===== config.mk =====
export PLATFORM = sky130hd
export DESIGN_NAME = image_channel_rle_encoder_core
export DESIGN_NICKNAME = d
export VERILOG_FILES = /design/src/design/rlec_pkg.sv /design/src/design/rlec_front.sv /design/src/design/rlec_queue.sv /design/src/design/rlec_back.sv /design/src/design/image_channel_rle_encoder_core.sv
export SDC_FILE = /design/constraint.sdc
export NUM_CORES = 1
export LEC_CHECK = 0
export BUFFER_PORTS_ARGS = -buffer_cell sky130_fd_sc_hd__buf_2
export CAP_MARGIN = 40
export CORE_AREA = 5 5 137 113
export CTS_BUF_LIST = sky130_fd_sc_hd__clkbuf_8 sky130_fd_sc_hd__clkbuf_16
export DETAILED_ROUTE_END_ITERATION = 16
export DIE_AREA = 0 0 142 118
export GPL_TIMING_DRIVEN = 0
export REMOVE_ABC_BUFFERS = 1
export SLEW_MARGIN = 20
export SYNTH_ARGS = -nofsm -noshare
export SYNTH_HDL_FRONTEND = slang
export SYNTH_SLANG_ARGS = --single-unit

===== constraint.sdc =====
create_clock -name clk -period 6.4 [get_ports clk]
set_input_delay 0.96 -clock clk [delete_from_list [all_inputs] [get_ports clk]]
set_output_delay 0.96 -clock clk [all_outputs]
set_load 0.01 [all_outputs]

===== src/design/rlec_pkg.sv =====
// rlec_pkg: shared types and constants of the image channel run-length encoder
// used by rlec_front, rlec_queue, rlec_back and the top level
package rlec_pkg;

    localparam logic [2:0] MODE_PASS   = 3'd0;
    localparam logic [2:0] MODE_BINARY = 3'd1;
    localparam logic [2:0] MODE_NIBBLE = 3'd2;
    localparam logic [2:0] MODE_SIX    = 3'd3;
    localparam logic [2:0] MODE_BYTE   = 3'd4;
    localparam logic [2:0] MODE_RESET  = MODE_BYTE;

    localparam logic [7:0] BIN_THRESHOLD = 8'd127;
    localparam logic [7:0] BIN_HIGH_KEY  = 8'h80;
    localparam logic [7:0] NIBBLE_MASK   = 8'hf0;
    localparam logic [7:0] SIX_MASK      = 8'hfc;

    localparam logic [8:0] MAX_BINARY = 9'd128;
    localparam logic [8:0] MAX_NIBBLE = 9'd16;
    localparam logic [8:0] MAX_SIX    = 9'd4;
    localparam logic [8:0] MAX_BYTE   = 9'd256;

    // one queued unit of work: the code bytes caused by one pixel
    typedef struct packed {
        logic [3:0][7:0] code;      // bytes in output order, index 0 first
        logic [1:0]      last_idx;  // index of the final byte of this entry
        logic            last;      // final byte closes the channel
    } code_entry_t;

    typedef struct packed {
        logic full;
        logic empty;
    } queue_status_t;

endpackage


===== src/design/rlec_front.sv =====
// rlec_front: accepts pixels, keeps the open run and turns each run-closing or pass-through pixel into a code entry
// depends on rlec_pkg
module rlec_front (
    input  logic                 clk,
    input  logic                 rst_n,
    input  logic [2:0]           mode,
    input  logic                 clear_run,
    input  logic                 accept,
    input  logic [7:0]           pixel,
    input  logic                 last_pixel,
    output logic                 push,
    output rlec_pkg::code_entry_t entry
);

    logic [7:0] run_value_reg, run_value_next;
    logic [8:0] run_length_reg, run_length_next;

    logic       pass;
    logic       wide;
    logic [7:0] key;
    logic [8:0] max_len;
    logic       close_a;
    logic       close_b;
    logic [8:0] len_after;
    logic [8:0] len_b_m1;
    logic [8:0] len_a_m1;
    logic [7:0] lm_a;
    logic [7:0] lm_b;
    logic [1:0] n_a;
    logic [1:0] n_b;

    always_comb
    begin
        pass = 1'b0;
        key  = pixel;
        max_len = rlec_pkg::MAX_BYTE;
        unique case (mode)
            rlec_pkg::MODE_BINARY:
            begin
                key = (pixel >= rlec_pkg::BIN_THRESHOLD) ? rlec_pkg::BIN_HIGH_KEY : 8'h00;
                max_len = rlec_pkg::MAX_BINARY;
            end
            rlec_pkg::MODE_NIBBLE:
            begin
                key = pixel & rlec_pkg::NIBBLE_MASK;
                max_len = rlec_pkg::MAX_NIBBLE;
            end
            rlec_pkg::MODE_SIX:
            begin
                key = pixel & rlec_pkg::SIX_MASK;
                max_len = rlec_pkg::MAX_SIX;
            end
            rlec_pkg::MODE_BYTE:
            begin
                key = pixel;
                max_len = rlec_pkg::MAX_BYTE;
            end
            default:
            begin
                pass = 1'b1;
            end
        endcase
    end

    assign wide      = (mode == rlec_pkg::MODE_BYTE);
    assign close_a   = (run_length_reg != 9'd0) && (key != run_value_reg);
    assign len_after = close_a ? 9'd1 : run_length_reg + 9'd1;
    assign close_b   = (len_after >= max_len) || last_pixel;
    assign len_a_m1  = run_length_reg - 9'd1;
    assign len_b_m1  = len_after - 9'd1;
    assign lm_a      = len_a_m1[7:0];
    assign lm_b      = len_b_m1[7:0];
    assign n_a       = close_a ? (wide ? 2'd2 : 2'd1) : 2'd0;
    assign n_b       = close_b ? (wide ? 2'd2 : 2'd1) : 2'd0;

    // pack the closed runs back to back, older run first
    always_comb
    begin
        logic [7:0] a0;
        logic [7:0] a1;
        logic [7:0] b0;
        logic [7:0] b1;
        logic [2:0] total;
        a0 = wide ? run_value_reg : (run_value_reg | lm_a);
        a1 = lm_a;
        b0 = wide ? key : (key | lm_b);
        b1 = lm_b;
        total = {1'b0, n_a} + {1'b0, n_b};
        entry.code = {b1, b0, a1, a0};
        if (!close_a)
        begin
            entry.code = {8'h00, 8'h00, b1, b0};
        end
        else if (!wide)
        begin
            entry.code = {8'h00, b1, b0, a0};
        end
        entry.last_idx = total[1:0] - 2'd1;
        entry.last     = last_pixel;
        if (pass)
        begin
            entry.code     = {8'h00, 8'h00, 8'h00, pixel};
            entry.last_idx = 2'd0;
        end
    end

    assign push = accept && (pass || close_a || close_b);

    always_comb
    begin
        run_value_next  = run_value_reg;
        run_length_next = run_length_reg;
        if (clear_run)
        begin
            run_value_next  = 8'h00;
            run_length_next = 9'd0;
        end
        else if (accept && !pass)
        begin
            run_value_next  = key;
            run_length_next = close_b ? 9'd0 : len_after;
        end
    end

    always_ff @(posedge clk or negedge rst_n)
    begin
        if (!rst_n)
        begin
            run_value_reg  <= 8'h00;
            run_length_reg <= 9'd0;
        end
        else
        begin
            run_value_reg  <= run_value_next;
            run_length_reg <= run_length_next;
        end
    end

endmodule


===== src/design/rlec_queue.sv =====
// rlec_queue: short register queue of code entries between front and back
// depends on rlec_pkg
module rlec_queue #(
    parameter int DEPTH = 2
) (
    input  logic                   clk,
    input  logic                   rst_n,
    input  logic                   push,
    input  rlec_pkg::code_entry_t  push_entry,
    input  logic                   pop,
    output rlec_pkg::code_entry_t  head,
    output rlec_pkg::queue_status_t status
);

    localparam int PTR_W = (DEPTH > 1) ? $clog2(DEPTH) : 1;
    localparam int CNT_W = $clog2(DEPTH + 1);
    localparam logic [PTR_W-1:0] PTR_LAST = PTR_W'(DEPTH - 1);
    localparam logic [CNT_W-1:0] CNT_FULL = CNT_W'(DEPTH);

    rlec_pkg::code_entry_t slots [DEPTH];

    logic [PTR_W-1:0] wr_ptr_reg, wr_ptr_next;
    logic [PTR_W-1:0] rd_ptr_reg, rd_ptr_next;
    logic [CNT_W-1:0] count_reg, count_next;

    assign status.full  = (count_reg == CNT_FULL);
    assign status.empty = (count_reg == '0);
    assign head = slots[rd_ptr_reg];

    always_comb
    begin
        wr_ptr_next = wr_ptr_reg;
        rd_ptr_next = rd_ptr_reg;
        count_next  = count_reg;
        if (push)
        begin
            wr_ptr_next = (wr_ptr_reg == PTR_LAST) ? '0 : wr_ptr_reg + 1'b1;
        end
        if (pop)
        begin
            rd_ptr_next = (rd_ptr_reg == PTR_LAST) ? '0 : rd_ptr_reg + 1'b1;
        end
        unique case ({push, pop})
            2'b10:   count_next = count_reg + 1'b1;
            2'b01:   count_next = count_reg - 1'b1;
            default: count_next = count_reg;
        endcase
    end

    always_ff @(posedge clk or negedge rst_n)
    begin
        if (!rst_n)
        begin
            wr_ptr_reg <= '0;
            rd_ptr_reg <= '0;
            count_reg  <= '0;
        end
        else
        begin
            wr_ptr_reg <= wr_ptr_next;
            rd_ptr_reg <= rd_ptr_next;
            count_reg  <= count_next;
        end
    end

    always_ff @(posedge clk)
    begin
        if (push)
        begin
            slots[wr_ptr_reg] <= push_entry;
        end
    end

endmodule


===== src/design/rlec_back.sv =====
// rlec_back: walks the head entry byte by byte into a registered output stage
// depends on rlec_pkg
module rlec_back (
    input  logic                  clk,
    input  logic                  rst_n,
    input  rlec_pkg::code_entry_t head,
    input  logic                  head_valid,
    output logic                  pop,
    output logic [1:0]            byte_idx,
    output logic                  out_valid,
    input  logic                  out_ready,
    output logic [7:0]            out_data,
    output logic                  out_last
);

    logic [1:0] byte_idx_reg, byte_idx_next;
    logic       out_valid_reg, out_valid_next;
    logic [7:0] out_data_reg, out_data_next;
    logic       out_last_reg, out_last_next;
    logic       load;
    logic       at_end;

    assign load   = head_valid && (!out_valid_reg || out_ready);
    assign at_end = (byte_idx_reg == head.last_idx);
    assign pop    = load && at_end;

    always_comb
    begin
        byte_idx_next  = byte_idx_reg;
        out_valid_next = out_valid_reg && !out_ready;
        out_data_next  = out_data_reg;
        out_last_next  = out_last_reg;
        if (load)
        begin
            out_valid_next = 1'b1;
            out_data_next  = head.code[byte_idx_reg];
            out_last_next  = head.last && at_end;
            byte_idx_next  = at_end ? 2'd0 : byte_idx_reg + 2'd1;
        end
    end

    always_ff @(posedge clk or negedge rst_n)
    begin
        if (!rst_n)
        begin
            byte_idx_reg  <= 2'd0;
            out_valid_reg <= 1'b0;
        end
        else
        begin
            byte_idx_reg  <= byte_idx_next;
            out_valid_reg <= out_valid_next;
        end
    end

    always_ff @(posedge clk)
    begin
        out_data_reg <= out_data_next;
        out_last_reg <= out_last_next;
    end

    assign byte_idx  = byte_idx_reg;
    assign out_valid = out_valid_reg;
    assign out_data  = out_data_reg;
    assign out_last  = out_last_reg;

endmodule


===== src/design/image_channel_rle_encoder_core.sv =====
// image_channel_rle_encoder_core: top level of the image channel run-length encoder
// depends on rlec_pkg, rlec_front, rlec_queue and rlec_back
//
//  channel   dir  signals                    content
//  s_axis    in   tvalid tready tdata tlast  tdata[7:0] pixel, tlast last_pixel
//  m_axis    out  tvalid tready tdata tlast  tdata[7:0] code_byte, tlast last_byte
//  apb       in   psel penable pwrite paddr  reg 0 coding_mode at byte address 0
//
// the front takes one pixel per cycle while the queue has room; each pixel yields
// zero to four code bytes (four only in byte-run mode, a key change plus last pixel)
// the back sends one code byte per cycle while the output is not stalled, so throughput
// is set by the single-byte output register: pass-through gives 1 byte per pixel, the
// binary, four-bit and six-bit modes up to 2 (a key change plus a run closed by last pixel),
// byte-run mode 2 per closed run and up to 4 on a key change plus last pixel
// reset clears the run state, the queue pointers and the output valid; mode resets to 4
// output stalls hold the output register, then fill the queue, then drop s_axis_tready
module image_channel_rle_encoder_core #(
    parameter int QUEUE_DEPTH = 2
) (
    input  logic        clk,
    input  logic        rst_n,
    // pixel transfers
    input  logic        s_axis_tvalid,
    output logic        s_axis_tready,
    input  logic [7:0]  s_axis_tdata,    // [7:0] pixel
    input  logic        s_axis_tlast,    // last_pixel
    // code byte transfers
    output logic        m_axis_tvalid,
    input  logic        m_axis_tready,
    output logic [7:0]  m_axis_tdata,    // [7:0] code_byte
    output logic        m_axis_tlast,    // last_byte
    // configuration
    input  logic        psel,
    input  logic        penable,
    input  logic        pwrite,
    input  logic [2:0]  paddr,
    input  logic [31:0] pwdata,
    output logic [31:0] prdata,
    output logic        pready
);

    logic [2:0] coding_mode_reg, coding_mode_next;
    logic       cfg_write;
    logic       mode_sel;
    logic       accept;

    logic                    q_push;
    logic                    q_pop;
    rlec_pkg::code_entry_t   q_in;
    rlec_pkg::code_entry_t   q_head;
    rlec_pkg::queue_status_t q_status;
    logic [1:0]              byte_idx;

    // register 0 is the only one; anything from byte address 4 up is ignored
    assign pready    = 1'b1;
    assign mode_sel  = (paddr[2] == 1'b0);
    assign cfg_write = psel && penable && pwrite && pready && mode_sel;
    assign prdata    = mode_sel ? {29'd0, coding_mode_reg} : 32'd0;

    always_comb
    begin
        coding_mode_next = coding_mode_reg;
        if (cfg_write)
        begin
            coding_mode_next = pwdata[2:0];
        end
    end

    always_ff @(posedge clk or negedge rst_n)
    begin
        if (!rst_n)
        begin
            coding_mode_reg <= rlec_pkg::MODE_RESET;
        end
        else
        begin
            coding_mode_reg <= coding_mode_next;
        end
    end

    // the front may push every cycle while a queue slot is free
    assign s_axis_tready = !q_status.full;
    assign accept        = s_axis_tvalid && s_axis_tready;

    rlec_front u_front (
        .clk        (clk),
        .rst_n      (rst_n),
        .mode       (coding_mode_reg),
        .clear_run  (cfg_write),
        .accept     (accept),
        .pixel      (s_axis_tdata),
        .last_pixel (s_axis_tlast),
        .push       (q_push),
        .entry      (q_in)
    );

    rlec_queue #(
        .DEPTH (QUEUE_DEPTH)
    ) u_queue (
        .clk        (clk),
        .rst_n      (rst_n),
        .push       (q_push),
        .push_entry (q_in),
        .pop        (q_pop),
        .head       (q_head),
        .status     (q_status)
    );

    rlec_back u_back (
        .clk        (clk),
        .rst_n      (rst_n),
        .head       (q_head),
        .head_valid (!q_status.empty),
        .pop        (q_pop),
        .byte_idx   (byte_idx),
        .out_valid  (m_axis_tvalid),
        .out_ready  (m_axis_tready),
        .out_data   (m_axis_tdata),
        .out_last   (m_axis_tlast)
    );

    // a push never lands on a full queue
    assert property (@(posedge clk) disable iff (!rst_n)
        !(q_push && q_status.full))
        else $error("push into full queue");

    // a pop only ever takes a present entry
    assert property (@(posedge clk) disable iff (!rst_n)
        q_pop |-> !q_status.empty)
        else $error("pop from empty queue");

    // pass-through pixels always produce an entry
    assert property (@(posedge clk) disable iff (!rst_n)
        (accept && (coding_mode_reg == rlec_pkg::MODE_PASS)) |-> q_push)
        else $error("pass-through pixel dropped");

    // the byte walk stays inside the head entry
    assert property (@(posedge clk) disable iff (!rst_n)
        !q_status.empty |-> (byte_idx <= q_head.last_idx))
        else $error("byte index past end of entry");

endmodule

==> metrics.md, run 1 <==
| Metric | Value |
|---|---|
| 1st-iter DRT viols | 296 |
| IO Pins | 95 |
| Hold Path Stages | 2 |
| Core ar. | 14,000 um2 |
| Max Clk Rate | 0.180 GHz |
| Die area | 16,800 um2 |
| Critical Path RT | 6.50 ns |
| Area after DPL | 6370 um2 |
| WP data arrival | 5.65 ns |
| Final Wtd Congestion | 0.897 |
| Die Span X | 142 um |
| Detailed-placement wirelength estimate | 10,100 um |
| 1st-pass router iterations | 5 |
| Synthesized cell area | 6110 um2 |
| CTS tree | built |
| Share of layout cells above drive strength 1 | 17.9% |
| TritonCTS buffer count | 9 |
| Clk_lat worst skew | 0.35 ns |
| Fin. max-slew vios | 0 |
| Diodes inserted | 0 |
| Worst slack at placement | 0.950 ns |
| Nets@finish | 643 |
| Leakage power | 2.56 nW |
| Max FFs per register | 70 |
| FILL cells | 1,292 |
| Maximum vdd ir drop | 0.000187 V |
| WL met2 | 6640 um |
| Clk root buf | clkbuf_16 |
| CP peak stage delay | 0.89 ns |
| Placed Cells | 754 |
| Distinct cell type count after synthesis | 72 |
| CP max-delay cell | dfstp_2 |
| Status | finished, final reports clean |
| Number of synthesized flops with an enable pin | 79 |
| Clock sinks | 106 |
| Area Overhead vs Synth | 9.71% |
| Final wirelength | 14,300 um |
| Vias after detailed routing | 4,295 |
| Cts hold-fix bufs | 0 |
| Hold Slack | 0.495 ns |
| Largest net degree at the start of global routing | 33 |
| Final setup vio count | 0 |
| Asr flop ratio synth | 25.5% |
| Reg clk slew, reported paths | 0.07 ns |
| # Post-CTS Setup Buffers | 0 |
| Cells after Synth | 559 |
| Starting Density | 43.8% |
| Chip height | 118 um |
| Final core utilization | 48.0% |
| H-tree depth | 3 |
| Row cnt | 39 |
| Routed Antenna Nets | 0 |
| Final design area excluding fillers | 6700 um2 |
| Via-per-instance ratio | 5.57 |
| Sequential area share after synthesis | 49.9% |
| Yosys warns | 0 |
| WL met3 | 947 um |
| Tcrit/Tclk final | 86.8% |
| GRT overflow | 0 |
| Worst Setup Slack, final | 0.847 ns |
| RSZ-0062 raised after global routing | no |
| Hold Startpoint | u_back.out_valid$_DFF_PN0_ |
| #FFs+latches synth | 106 |
| Area of the multi-input gates | 2780 um2 |
| R2r worst-path depth | 17 |
| Global-route wire length before repair | 22,700 um |
| Final Hold Fails | 0 |
| Final period demand of the worst path | 5.55 ns |
| DRC | 0 |
| Non-filler cells, final | 771 |
| Crit. End Element | flip-flop |
| Slew @ Worst Pin | 0.845 ns |
| Max-Cap Viols | 0 |
| Critical Path Start | coding_mode_reg[2]$_DFFE_PN1P_ |
| Crit start category | flip-flop |
| Power density cells | 483 nW/um2 |
| WL/cell | 18.5 um |
| Most used cell, CP | inv_1 |
| Register area | 3050 um2 |
| Top sig layer | met4 |
| Ys flop type | edfxtp_1 |
| Vias in the first global route | 4,222 |
| CTS resizes | 0 |
| Met1 WL | 6470 um |
| Number of antenna violations at the first check in global routing | 0 |
| Max_slew headroom | 43.5% |
| Crit path max fanout | 32 |
| CP cell instances | o21bai_4, inv_1, o32ai_1, and4bb_2, and4_1, a21oi_4, nor2_1, inv_1, ha_1, nor2b_1, o21a_1, o21ai_0, nand2_1, a221oi_4, a31oi_2, and2_2, buf_12 |
| Post-Route Skew | 0.00759 ns |
| GRT Resource Usage Total | 17.2% |
| RR Startpoint | coding_mode_reg[2]$_DFFE_PN1P_ |
| Worst-case clock buffer depth | 2 |
| Hold Path Class | reg -> reg |
| Total power | 3.24 mW |
| Critical path class | reg -> reg |
| Mean Syn Cell Area | 10.9 um2 |
| IO buf count | 33 |
| Setup_tns | 0 ns |
critical path, delay by kind of cell (launching register included):
| family | cells | cell delay (ns) |
|---|---|---|
| simple gates | 6 | 1.27 |
| compound gates | 7 | 2.32 |
| fa+ha+maj | 1 | 0.15 |
| buf+inv | 3 | 0.63 |
| flops | 1 | 0.89 |
layer usage:
metal / GRT usage (%) / vias to the layer above
li1: - / 2018
met1: 24.5 / 2102
met2: 26.4 / 154
met3: 3.74 / 21
met4: 4.74 / 0
met5: 0 / -
power breakdown:
group / switching [mW] / internal (mW) / total (mW)
Clock: 0.270 / 0.314 / 0.584
Sequential: 0.184 / 1.07 / 1.25
Combinational: 0.833 / 0.572 / 1.40
path summary, 6_finish.rpt:
check / end / slack (ns)
max: u_queue.slots[1][31]$_DFFE_PP_ / 0.85
min: u_back.out_valid$_DFF_PN0_ / 0.49
max reg2reg: u_queue.slots[1][31]$_DFFE_PP_ / 0.85
min reg2reg: u_back.out_valid$_DFF_PN0_ / 0.49
max in group asynchronous: u_queue.rd_ptr_reg$_DFFE_PN0P_ / 5.25
min in group asynchronous: u_queue.count_reg[1]$_DFFE_PN0P_ / 0.66
cells by family (layout without fill, tap and decap cells):
| family | after synthesis | after routing | share of synthesized area, % |
|---|---|---|---|
| muxes | 33 | 33 | 8.91 |
| and+or+nand+nor | 193 | 193 | 15.7 |
| adders and majority gates | 10 | 10 | 2.05 |
| DFF | 106 | 106 | 49.9 |
| other | 2 | 38 | 0.123 |
| xor gates and xnor gates | 30 | 30 | 4.30 |
| AOI/OAI and AO/OA | 107 | 107 | 11.9 |
| buffers and inverters | 78 | 70 | 7.15 |
cells in the mapped netlist (2+ instances only):
master / n / area share (%)
o211ai_1: 5 / 0.61
o221ai_1: 3 / 0.43
nor2b_1: 10 / 1.0
inv_1: 13 / 0.80
nand2_1: 54 / 3.3
and3b_1: 3 / 0.43
nor3_1: 8 / 0.66
a31oi_1: 2 / 0.20
mux4_2: 16 / 5.9
nand2b_1: 4 / 0.41
o2bb2ai_1: 2 / 0.29
and2_1: 5 / 0.51
o22ai_1: 6 / 0.61
mux2i_1: 6 / 0.98
a21oi_1: 35 / 2.9
mux2_2: 11 / 2.0
buf_1: 2 / 0.12
clkbuf_1: 24 / 1.5
or2_2: 5 / 0.51
or3_1: 3 / 0.31
o21ai_1: 2 / 0.16
nand3b_1: 2 / 0.25
edfxtp_1: 79 / 39
nand3_1: 19 / 1.6
conb_1: 2 / 0.12
nand4_1: 4 / 0.41
o31ai_1: 2 / 0.25
dfrtp_1: 26 / 11
buf_2: 4 / 0.33
xor2_1: 14 / 2.0
a22o_1: 2 / 0.29
a2111oi_0: 3 / 0.43
nor4_1: 2 / 0.20
a21oi_2: 2 / 0.29
or4_1: 3 / 0.37
xnor2_1: 16 / 2.3
buf_4: 31 / 3.8
buf_6: 3 / 0.55
o21ai_0: 17 / 1.4
a211oi_1: 6 / 0.74
ha_1: 10 / 2.0
o311ai_0: 3 / 0.43
nor2_1: 55 / 3.4
o21a_1: 2 / 0.25
and3_1: 6 / 0.61
layout by cell type, fill, tap and decap left out, types with 5 or more instances in the layout:
master     instances
buf_2             33
nand2_1           54
xnor2_1           16
dfrtp_1           25
and3_1             6
mux2i_1            6
nor2_1            55
o21ai_0           17
inv_1             13
ha_1              10
mux4_2            16
o22ai_1            6
a21oi_1           35
clkbuf_16          9
nand3_1           19
mux2_2            11
a211oi_1           6
o211ai_1           5
edfxtp_1          79
conb_1            38
nor3_1             8
nor2b_1            9
or2_2              5
xor2_1            14
final cells by class:
type	instances	share of cell area, %
multi-input combinational	411	41.5
timing repair buffer	40	4.03
inverter	14	0.784
tap	184	3.43
sequential	106	45.5
clock buffer	9	3.36
clock inverter	7	1.36
Note: power is estimated with default switching activity, not from simulation.
==> run 2, diff against run 1 <==
--- a/config.mk
+++ b/config.mk
@@ -12,6 +12,7 @@
 export DETAILED_ROUTE_END_ITERATION = 16
 export DIE_AREA = 0 0 142 118
 export GPL_TIMING_DRIVEN = 0
+export PLACE_DENSITY = 0.71
 export REMOVE_ABC_BUFFERS = 1
 export SLEW_MARGIN = 20
 export SYNTH_ARGS = -nofsm -noshare
==> constraint.sdc (replaced) <==
create_clock -name clk -period 6.4 [get_ports clk]
set_input_delay 0.96 -clock clk [delete_from_list [all_inputs] [get_ports clk]]
set_output_delay 0.96 -clock clk [all_outputs]
set_load 0.02 [all_outputs]
==> run 2 against run 1 <==
  * Final area up 0.11%
  * Largest cell class unchanged
  * Cell count down 0.13%
  * Clock-buffer cell count unchanged
  * Maximum frequency up 1.4%
  * Worst hold slack better by 0.0042 ns
  * Utilization up 0.054 points
  * Via count up 1.9%
  * Combinational power up 3%
  * Sequential power about the same
  * Setup slack better by 0.078 ns
  * Wire length down 1.5%
  * Sequential share of layout area down 0.051 points
==> metrics.md, run 2 (synthesis results as in run 1) <==
| Metric | Value |
|---|---|
| Most frequent cells in the layout | edfxtp_1, nor2_1, nand2_1 |
| Commonest non-fill, non-tap cell in the layout | edfxtp_1 |
| GRT overflow | 0 |
| IO buf count | 33 |
| Final Wtd Congestion | 0.924 |
| CP max-delay cell | dfstp_2 |
| Detailed-placement wirelength estimate | 10,100 um |
| CP delay by family, top | compound AO/OA/AOI/OAI gates |
| TritonCTS buffer count | 9 |
| Area Overhead vs Synth | 9.83% |
| Final period demand of the worst path | 5.47 ns |
| Status | finished, final reports clean |
| Reg clk slew, reported paths | 0.08 ns |
| Seq pwr share | 38.2% |
| Via-per-instance ratio | 5.69 |
| Cts hold-fix bufs | 0 |
| CTS tree | built |
| 1st-iter DRT viols | 349 |
| GRT Resource Usage Total | 17.0% |
| Critical path class | reg -> reg |
| WP buf/inv | 3 |
| Final setup vio count | 0 |
| Crit path max fanout | 32 |
| Fin. max-slew vios | 0 |
| FILL cells | 1,281 |
| Crit start category | flip-flop |
| Max_slew headroom | 41.7% |
| DRC | 0 |
| Max Clk Rate | 0.183 GHz |
| Number of antenna violations at the first check in global routing | 0 |
| Critical Path RT | 6.50 ns |
| # Post-CTS Setup Buffers | 0 |
| Leakage power | 2.56 nW |
| RSZ-0062 raised after global routing | no |
| Post-Route Skew | 0.00820 ns |
| Diodes inserted | 0 |
| Slew @ Worst Pin | 0.872 ns |
| Final Hold Fails | 0 |
| Max FFs per register | 70 |
| Sw Pwr | 1.32 mW |
| Chip height | 118 um |
| Share of layout cells above drive strength 1 | 17.7% |
| Vias after detailed routing | 4,378 |
| Global-route wire length before repair | 22,700 um |
| Final wirelength | 14,100 um |
| Most used cell, CP | inv_1 |
| Worst-case clock buffer depth | 2 |
| Row cnt | 39 |
| Clock sinks | 106 |
| Die area | 16,800 um2 |
| Setup_tns | 0 ns |
| Int Power | 1.96 mW |
| Clock power share | 17.7% |
| Nets@finish | 642 |
| Max-Cap Viols | 0 |
| Tcrit/Tclk final | 85.5% |
| 1st-pass router iterations | 5 |
| Hold Path Class | reg -> reg |
| Sw Ratio | 40.2% |
| CTS resizes | 0 |
| WP data arrival | 5.57 ns |
| H-tree depth | 3 |
| Comb pwr share | 44.1% |
| Largest net degree at the start of global routing | 33 |
| Maximum vdd ir drop | 0.000195 V |
| Total power | 3.27 mW |
| CP peak stage delay | 0.90 ns |
| Crit. End Element | flip-flop |
| Core ar. | 14,000 um2 |
| IO Pins | 95 |
| CP cell instances | o21bai_4, inv_1, o32ai_1, and4bb_2, and4_1, a21oi_4, nor2_1, inv_1, ha_1, nor2b_1, o21a_1, o21ai_0, nand2_1, a221oi_4, a31oi_2, and2_2, buf_12 |
| Starting Density | 43.8% |
| Vias in the first global route | 4,361 |
| Hold Slack | 0.499 ns |
| Die Span X | 142 um |
| Clk root buf | clkbuf_16 |
| Power density cells | 487 nW/um2 |
| Clk_lat worst skew | 0.35 ns |
| WL/cell | 18.3 um |
| Routed Antenna Nets | 0 |
-- run 2: cell count changes in the layout (fill, tap and decap cells not counted) --
cell            change
a2111oi_0           -1
a2111oi_1           +1
buf_12              -1
buf_16              +2
buf_8               -1
clkinv_4            +2
clkinvlp_4          -1
dlymetal6s2s_1      -1
inv_1               +1
inv_6               -3
inv_8               +1
-- run 2: metrics by stage --
stage / worst slack [ns] / utilization, % / cells / instance area, um2
6_report: 0.925 / 48.1 / 770 / 6710
5_1_grt: 0.625 / 48.1 / 770 / 6710
4_1_cts: 1.04 / 48.0 / 769 / 6700
2_1_floorplan: 0.933 / - / 531 / 5860
3_3_place_gp: -0.748 / 44.8 / 748 / 6260
3_5_place_dp: 1.07 / 45.7 / 753 / 6380
-- run 2: worst reg2reg max path, cell delays in order (launching register included) --
cell	delay [ns]
dfstp_2	0.90
o21bai_4	0.34
inv_1	0.35
o32ai_1	0.20
and4bb_2	0.26
and4_1	0.23
a21oi_4	0.69
nor2_1	0.20
inv_1	0.11
ha_1	0.15
nor2b_1	0.05
o21a_1	0.16
o21ai_0	0.23
nand2_1	0.16
a221oi_4	0.46
a31oi_2	0.22
and2_2	0.32
buf_12	0.18
-- run 2: area by class of cell --
class	instances	area (um2)	share of cell area [%]
Clock buffer	9	225	3.36
Multi-Input combinational cell	411	2790	41.5
Clock inverter	7	90.1	1.34
Tap cell	184	230	3.43
Timing Repair Buffer	39	278	4.14
Sequential cell	106	3050	45.5
Inverter	14	52.6	0.783
-- run 2: power groups by stage --
stage          Sequential (mW)  Clock (mW)  Combinational, mW
4_1_cts                   1.25       0.591               1.42
3_5_place_dp              1.27           0               1.42
6_report                  1.25       0.578               1.44
5_1_grt                   1.28       0.622               1.57
3_3_place_gp              1.27           0               1.30
2_1_floorplan             1.26           0              0.958
-- run 2: worst paths after layout --
path                       slack (ns)                           start                        endpoint  cells past startpoint
hold reg to reg                  0.50      u_back.out_valid$_DFF_PN0_      u_back.out_valid$_DFF_PN0_                      2
min in group asynchronous        0.64                           rst_n      u_back.out_valid$_DFF_PN0_                      1
max in group asynchronous        5.29                           rst_n  u_queue.rd_ptr_reg$_DFFE_PN0P_                      1
hold / removal                   0.50      u_back.out_valid$_DFF_PN0_      u_back.out_valid$_DFF_PN0_                      2
setup reg to reg                 0.93  coding_mode_reg[2]$_DFFE_PN1P_  u_queue.slots[1][12]$_DFFE_PP_                     17
setup / recovery                 0.93  coding_mode_reg[2]$_DFFE_PN1P_  u_queue.slots[1][12]$_DFFE_PP_                     17
-- run 2: layer usage --
| layer | vias up | GRT usage, % | routed length [um] |
|---|---|---|---|
| met1 | 2124 | 24.7 | 6340 |
| met5 | - | 0 | 0 |
| met2 | 205 | 25.5 | 6340 |
| met3 | 24 | 3.90 | 1140 |
| met4 | 0 | 4.98 | 261 |
| li1 | 2025 | - | - |
==> run 3, diff against run 2 <==
--- a/config.mk
+++ b/config.mk
@@ -5,12 +5,13 @@
 export SDC_FILE = /design/constraint.sdc
 export NUM_CORES = 1
 export LEC_CHECK = 0
+export ABC_AREA = 1
 export BUFFER_PORTS_ARGS = -buffer_cell sky130_fd_sc_hd__buf_2
 export CAP_MARGIN = 40
-export CORE_AREA = 5 5 137 113
+export CORE_AREA = 5 5 133 110
 export CTS_BUF_LIST = sky130_fd_sc_hd__clkbuf_8 sky130_fd_sc_hd__clkbuf_16
 export DETAILED_ROUTE_END_ITERATION = 16
-export DIE_AREA = 0 0 142 118
+export DIE_AREA = 0 0 138 115
 export GPL_TIMING_DRIVEN = 0
 export PLACE_DENSITY = 0.71
 export REMOVE_ABC_BUFFERS = 1
==> run 3 against run 2 <==
  * Via count up 2.8%
  * Sequential share of layout area up 2.4 points
  * Critical path depth down 5
  * Critical path type unchanged
  * Largest cell class unchanged
==> metrics.md, run 3 <==
| Metric | Value |
|---|---|
| Total power | 2.94 mW |
| Synthesized cell area | 5790 um2 |
| WL/cell | 15.7 um |
| # Post-CTS Setup Buffers | 0 |
| RSZ-0062 raised after global routing | no |
| Max_slew headroom | 48.6% |
| Number of synthesized flops with an enable pin | 79 |
| Clock power share | 18.2% |
| Vias after detailed routing | 4,500 |
| Area of the multi-input gates | 2300 um2 |
| RR Endpoint | u_queue.count_reg[1]$_DFFE_PN0P_ |
| Asr flop ratio synth | 25.5% |
| Final wirelength | 13,700 um |
| CTS resizes | 0 |
| Final Hold Fails | 0 |
| Hold Startpoint | u_back.out_valid$_DFF_PN0_ |
| Synth area leaders | edfxtp_1, dfrtp_1, nand2_1 |
| Final setup vio count | 0 |
| Number of antenna violations at the first check in global routing | 0 |
| Area after DPL | 6080 um2 |
| Slew @ Worst Pin | 0.768 ns |
| Power density cells | 462 nW/um2 |
| Clock sinks | 106 |
| Final core utilization | 48.2% |
| Mean Syn Cell Area | 8.78 um2 |
| Clk root buf | clkbuf_16 |
| H-tree depth | 3 |
| Global-route wire length before repair | 22,300 um |
| Post-synth top cells | nand2_1, nor2_1, edfxtp_1, inv_1, o21ai_0 |
| Most frequent cell after synthesis | nand2_1 |
| Maximum vdd ir drop | 0.000195 V |
| Clk_lat worst skew | 0.35 ns |
| Distinct cell type count after synthesis | 42 |
| Starting Density | 43.8% |
| Sw Ratio | 42.2% |
| Nets@finish | 751 |
| FILL cells | 1,255 |
| Die Span X | 138 um |
| Share of layout cells above drive strength 1 | 11.2% |
| Max FFs per register | 70 |
| Ys flop type | edfxtp_1 |
| Status | finished, final reports clean |
| Max-Cap Viols | 0 |
| Int Power | 1.70 mW |
| Seq pwr share | 39.5% |
| Crit start category | flip-flop |
| Critical path class | reg -> reg |
| Via-per-instance ratio | 5.14 |
| Critical Path RT | 6.63 ns |
| Hold Path Class | reg -> reg |
| Commonest non-fill, non-tap cell in the layout | nand2_1 |
| #FFs+latches synth | 106 |
| Cells after Synth | 659 |
| Hold Path Stages | 2 |
| Core ar. | 13,200 um2 |
| Chip height | 115 um |
| Leakage power | 2.76 nW |
| Crit. End Element | flip-flop |
| Crit path max fanout | 18 |
| Synth top area share | 41.0% |
| Final design area excluding fillers | 6370 um2 |
| Final Wtd Congestion | 0.928 |
| Register area | 3050 um2 |
| DRC | 0 |
| Hold endpoint | u_back.out_valid$_DFF_PN0_ |
| Fin. max-slew vios | 0 |
| Reg2reg setup slack | 2.29 ns |
| Biggest area consumer among synthesized cells | edfxtp_1 |
| Routed Antenna Nets | 0 |
| Setup_tns | 0 ns |
| 1st-iter DRT viols | 311 |
| 1st-pass router iterations | 5 |
| Tcrit/Tclk final | 64.2% |
| IO buf count | 33 |
| Detailed-placement wirelength estimate | 9740 um |
| Yosys warns | 0 |
| Cts hold-fix bufs | 0 |
| Die area | 15,900 um2 |
| Final period demand of the worst path | 4.11 ns |
| Comb pwr share | 42.3% |
| Worst-case clock buffer depth | 2 |
| Diodes inserted | 0 |
| Post-Route Skew | 0.00718 ns |
| IO Pins | 95 |
| Largest net degree at the start of global routing | 38 |
| R2r worst-path depth | 12 |
| GRT Resource Usage Total | 17.6% |
| Sequential area share after synthesis | 52.7% |
| Max Clk Rate | 0.243 GHz |
| Reg clk slew, reported paths | 0.08 ns |
| WP data arrival | 4.34 ns |
| CTS tree | built |
| TritonCTS buffer count | 9 |
| Sw Pwr | 1.24 mW |
| Vias in the first global route | 4,218 |
| Row cnt | 38 |
| RR Startpoint | coding_mode_reg[2]$_DFFE_PN1P_ |
| Most frequent cells in the layout | nand2_1, nor2_1, edfxtp_1 |
| GRT overflow | 0 |
| Area Overhead vs Synth | 10.0% |
## run 3: changes by cell type in the layout (fill, tap and decap cells not counted), moves of 9 or more
cell,change
nand2_1,+62
inv_1,+48
mux4_2,-16
nor2_1,+51
mux2_2,-11
xnor2_1,-14
nor2b_1,-9
inv_2,+10
o22ai_1,+20
o21ai_0,+29
nand3_1,+12
a21oi_1,-19
## run 3: how the worst max path moves through the flow
stage,startpoint,end,slack [ns],cells past startpoint
global route,coding_mode_reg[2]$_DFFE_PN1P_,u_queue.count_reg[1]$_DFFE_PN0P_,1.95,24
detailed placement,s_axis_tdata[5],u_queue.slots[0][17]$_DFFE_PP_,2.08,21
global placement,s_axis_tdata[5],u_queue.slots[1][34]$_DFFE_PP_,0.25,20
finish,coding_mode_reg[2]$_DFFE_PN1P_,u_queue.count_reg[1]$_DFFE_PN0P_,2.29,12
CTS,coding_mode_reg[2]$_DFFE_PN1P_,u_queue.slots[0][13]$_DFFE_PP_,2.32,22
floorplan,s_axis_tdata[5],u_queue.slots[1][0]$_DFFE_PP_,1.83,20
## run 3: power groups by stage
stage,sequential [mW],combinational (mW),clock (mW)
4_1_cts,1.16,1.24,0.543
5_1_grt,1.19,1.40,0.571
2_1_floorplan,1.18,0.814,0
3_5_place_dp,1.18,1.23,0
6_report,1.16,1.24,0.534
3_3_place_gp,1.18,1.17,0
## run 3: area by class of cell
| type | count | area share [%] |
|---|---|---|
| Sequential cell | 106 | 47.9 |
| Multi-Input combinational cell | 464 | 36.1 |
| Inverter | 73 | 4.30 |
| Timing Repair Buffer | 36 | 3.65 |
| Clock buffer | 9 | 3.54 |
| Tap cell | 180 | 3.54 |
| Clock inverter | 7 | 0.962 |
## run 3: stage by stage
stage                     setup WS (ns)  hold slack (ns)  cells
after floorplan                    1.83            0.491    643
after global placement            0.247            0.476    856
after detailed placement           2.08            0.486    859
after CTS                          2.32            0.504    875
after global routing               1.95            0.538    875
final                              2.29            0.499    875
## run 3: cells by family after synthesis
logic type	Yosys count	synth area share, %
buffers and inverters	125	10.2
AOI/OAI and AO/OA	123	12.6
DFF	106	52.7
xor gates and xnor gates	16	2.42
and+or+nand+nor	277	19.7
adders and majority gates	10	2.16
other	2	0.130
## run 3: metal layers
metal	GRT usage, %	routed length [um]	up-vias	share of wire, %
met1	24.8	6410	2115	47
li1	-	-	2225	-
met4	5.46	278	0	2.0
met2	27.5	6130	141	45
met3	3.91	900	19	6.6
met5	0	0	-	0
## run 3: critical path, stage by stage (launching register included)
cell,delay [ns]
dfstp_2,0.58
inv_2,0.08
nor3_4,0.59
inv_2,0.33
nand2_1,0.57
inv_1,0.31
nor2_2,0.41
inv_2,0.16
o21ai_4,0.29
ha_1,0.30
a21oi_1,0.11
o21ai_0,0.10
xor2_1,0.15
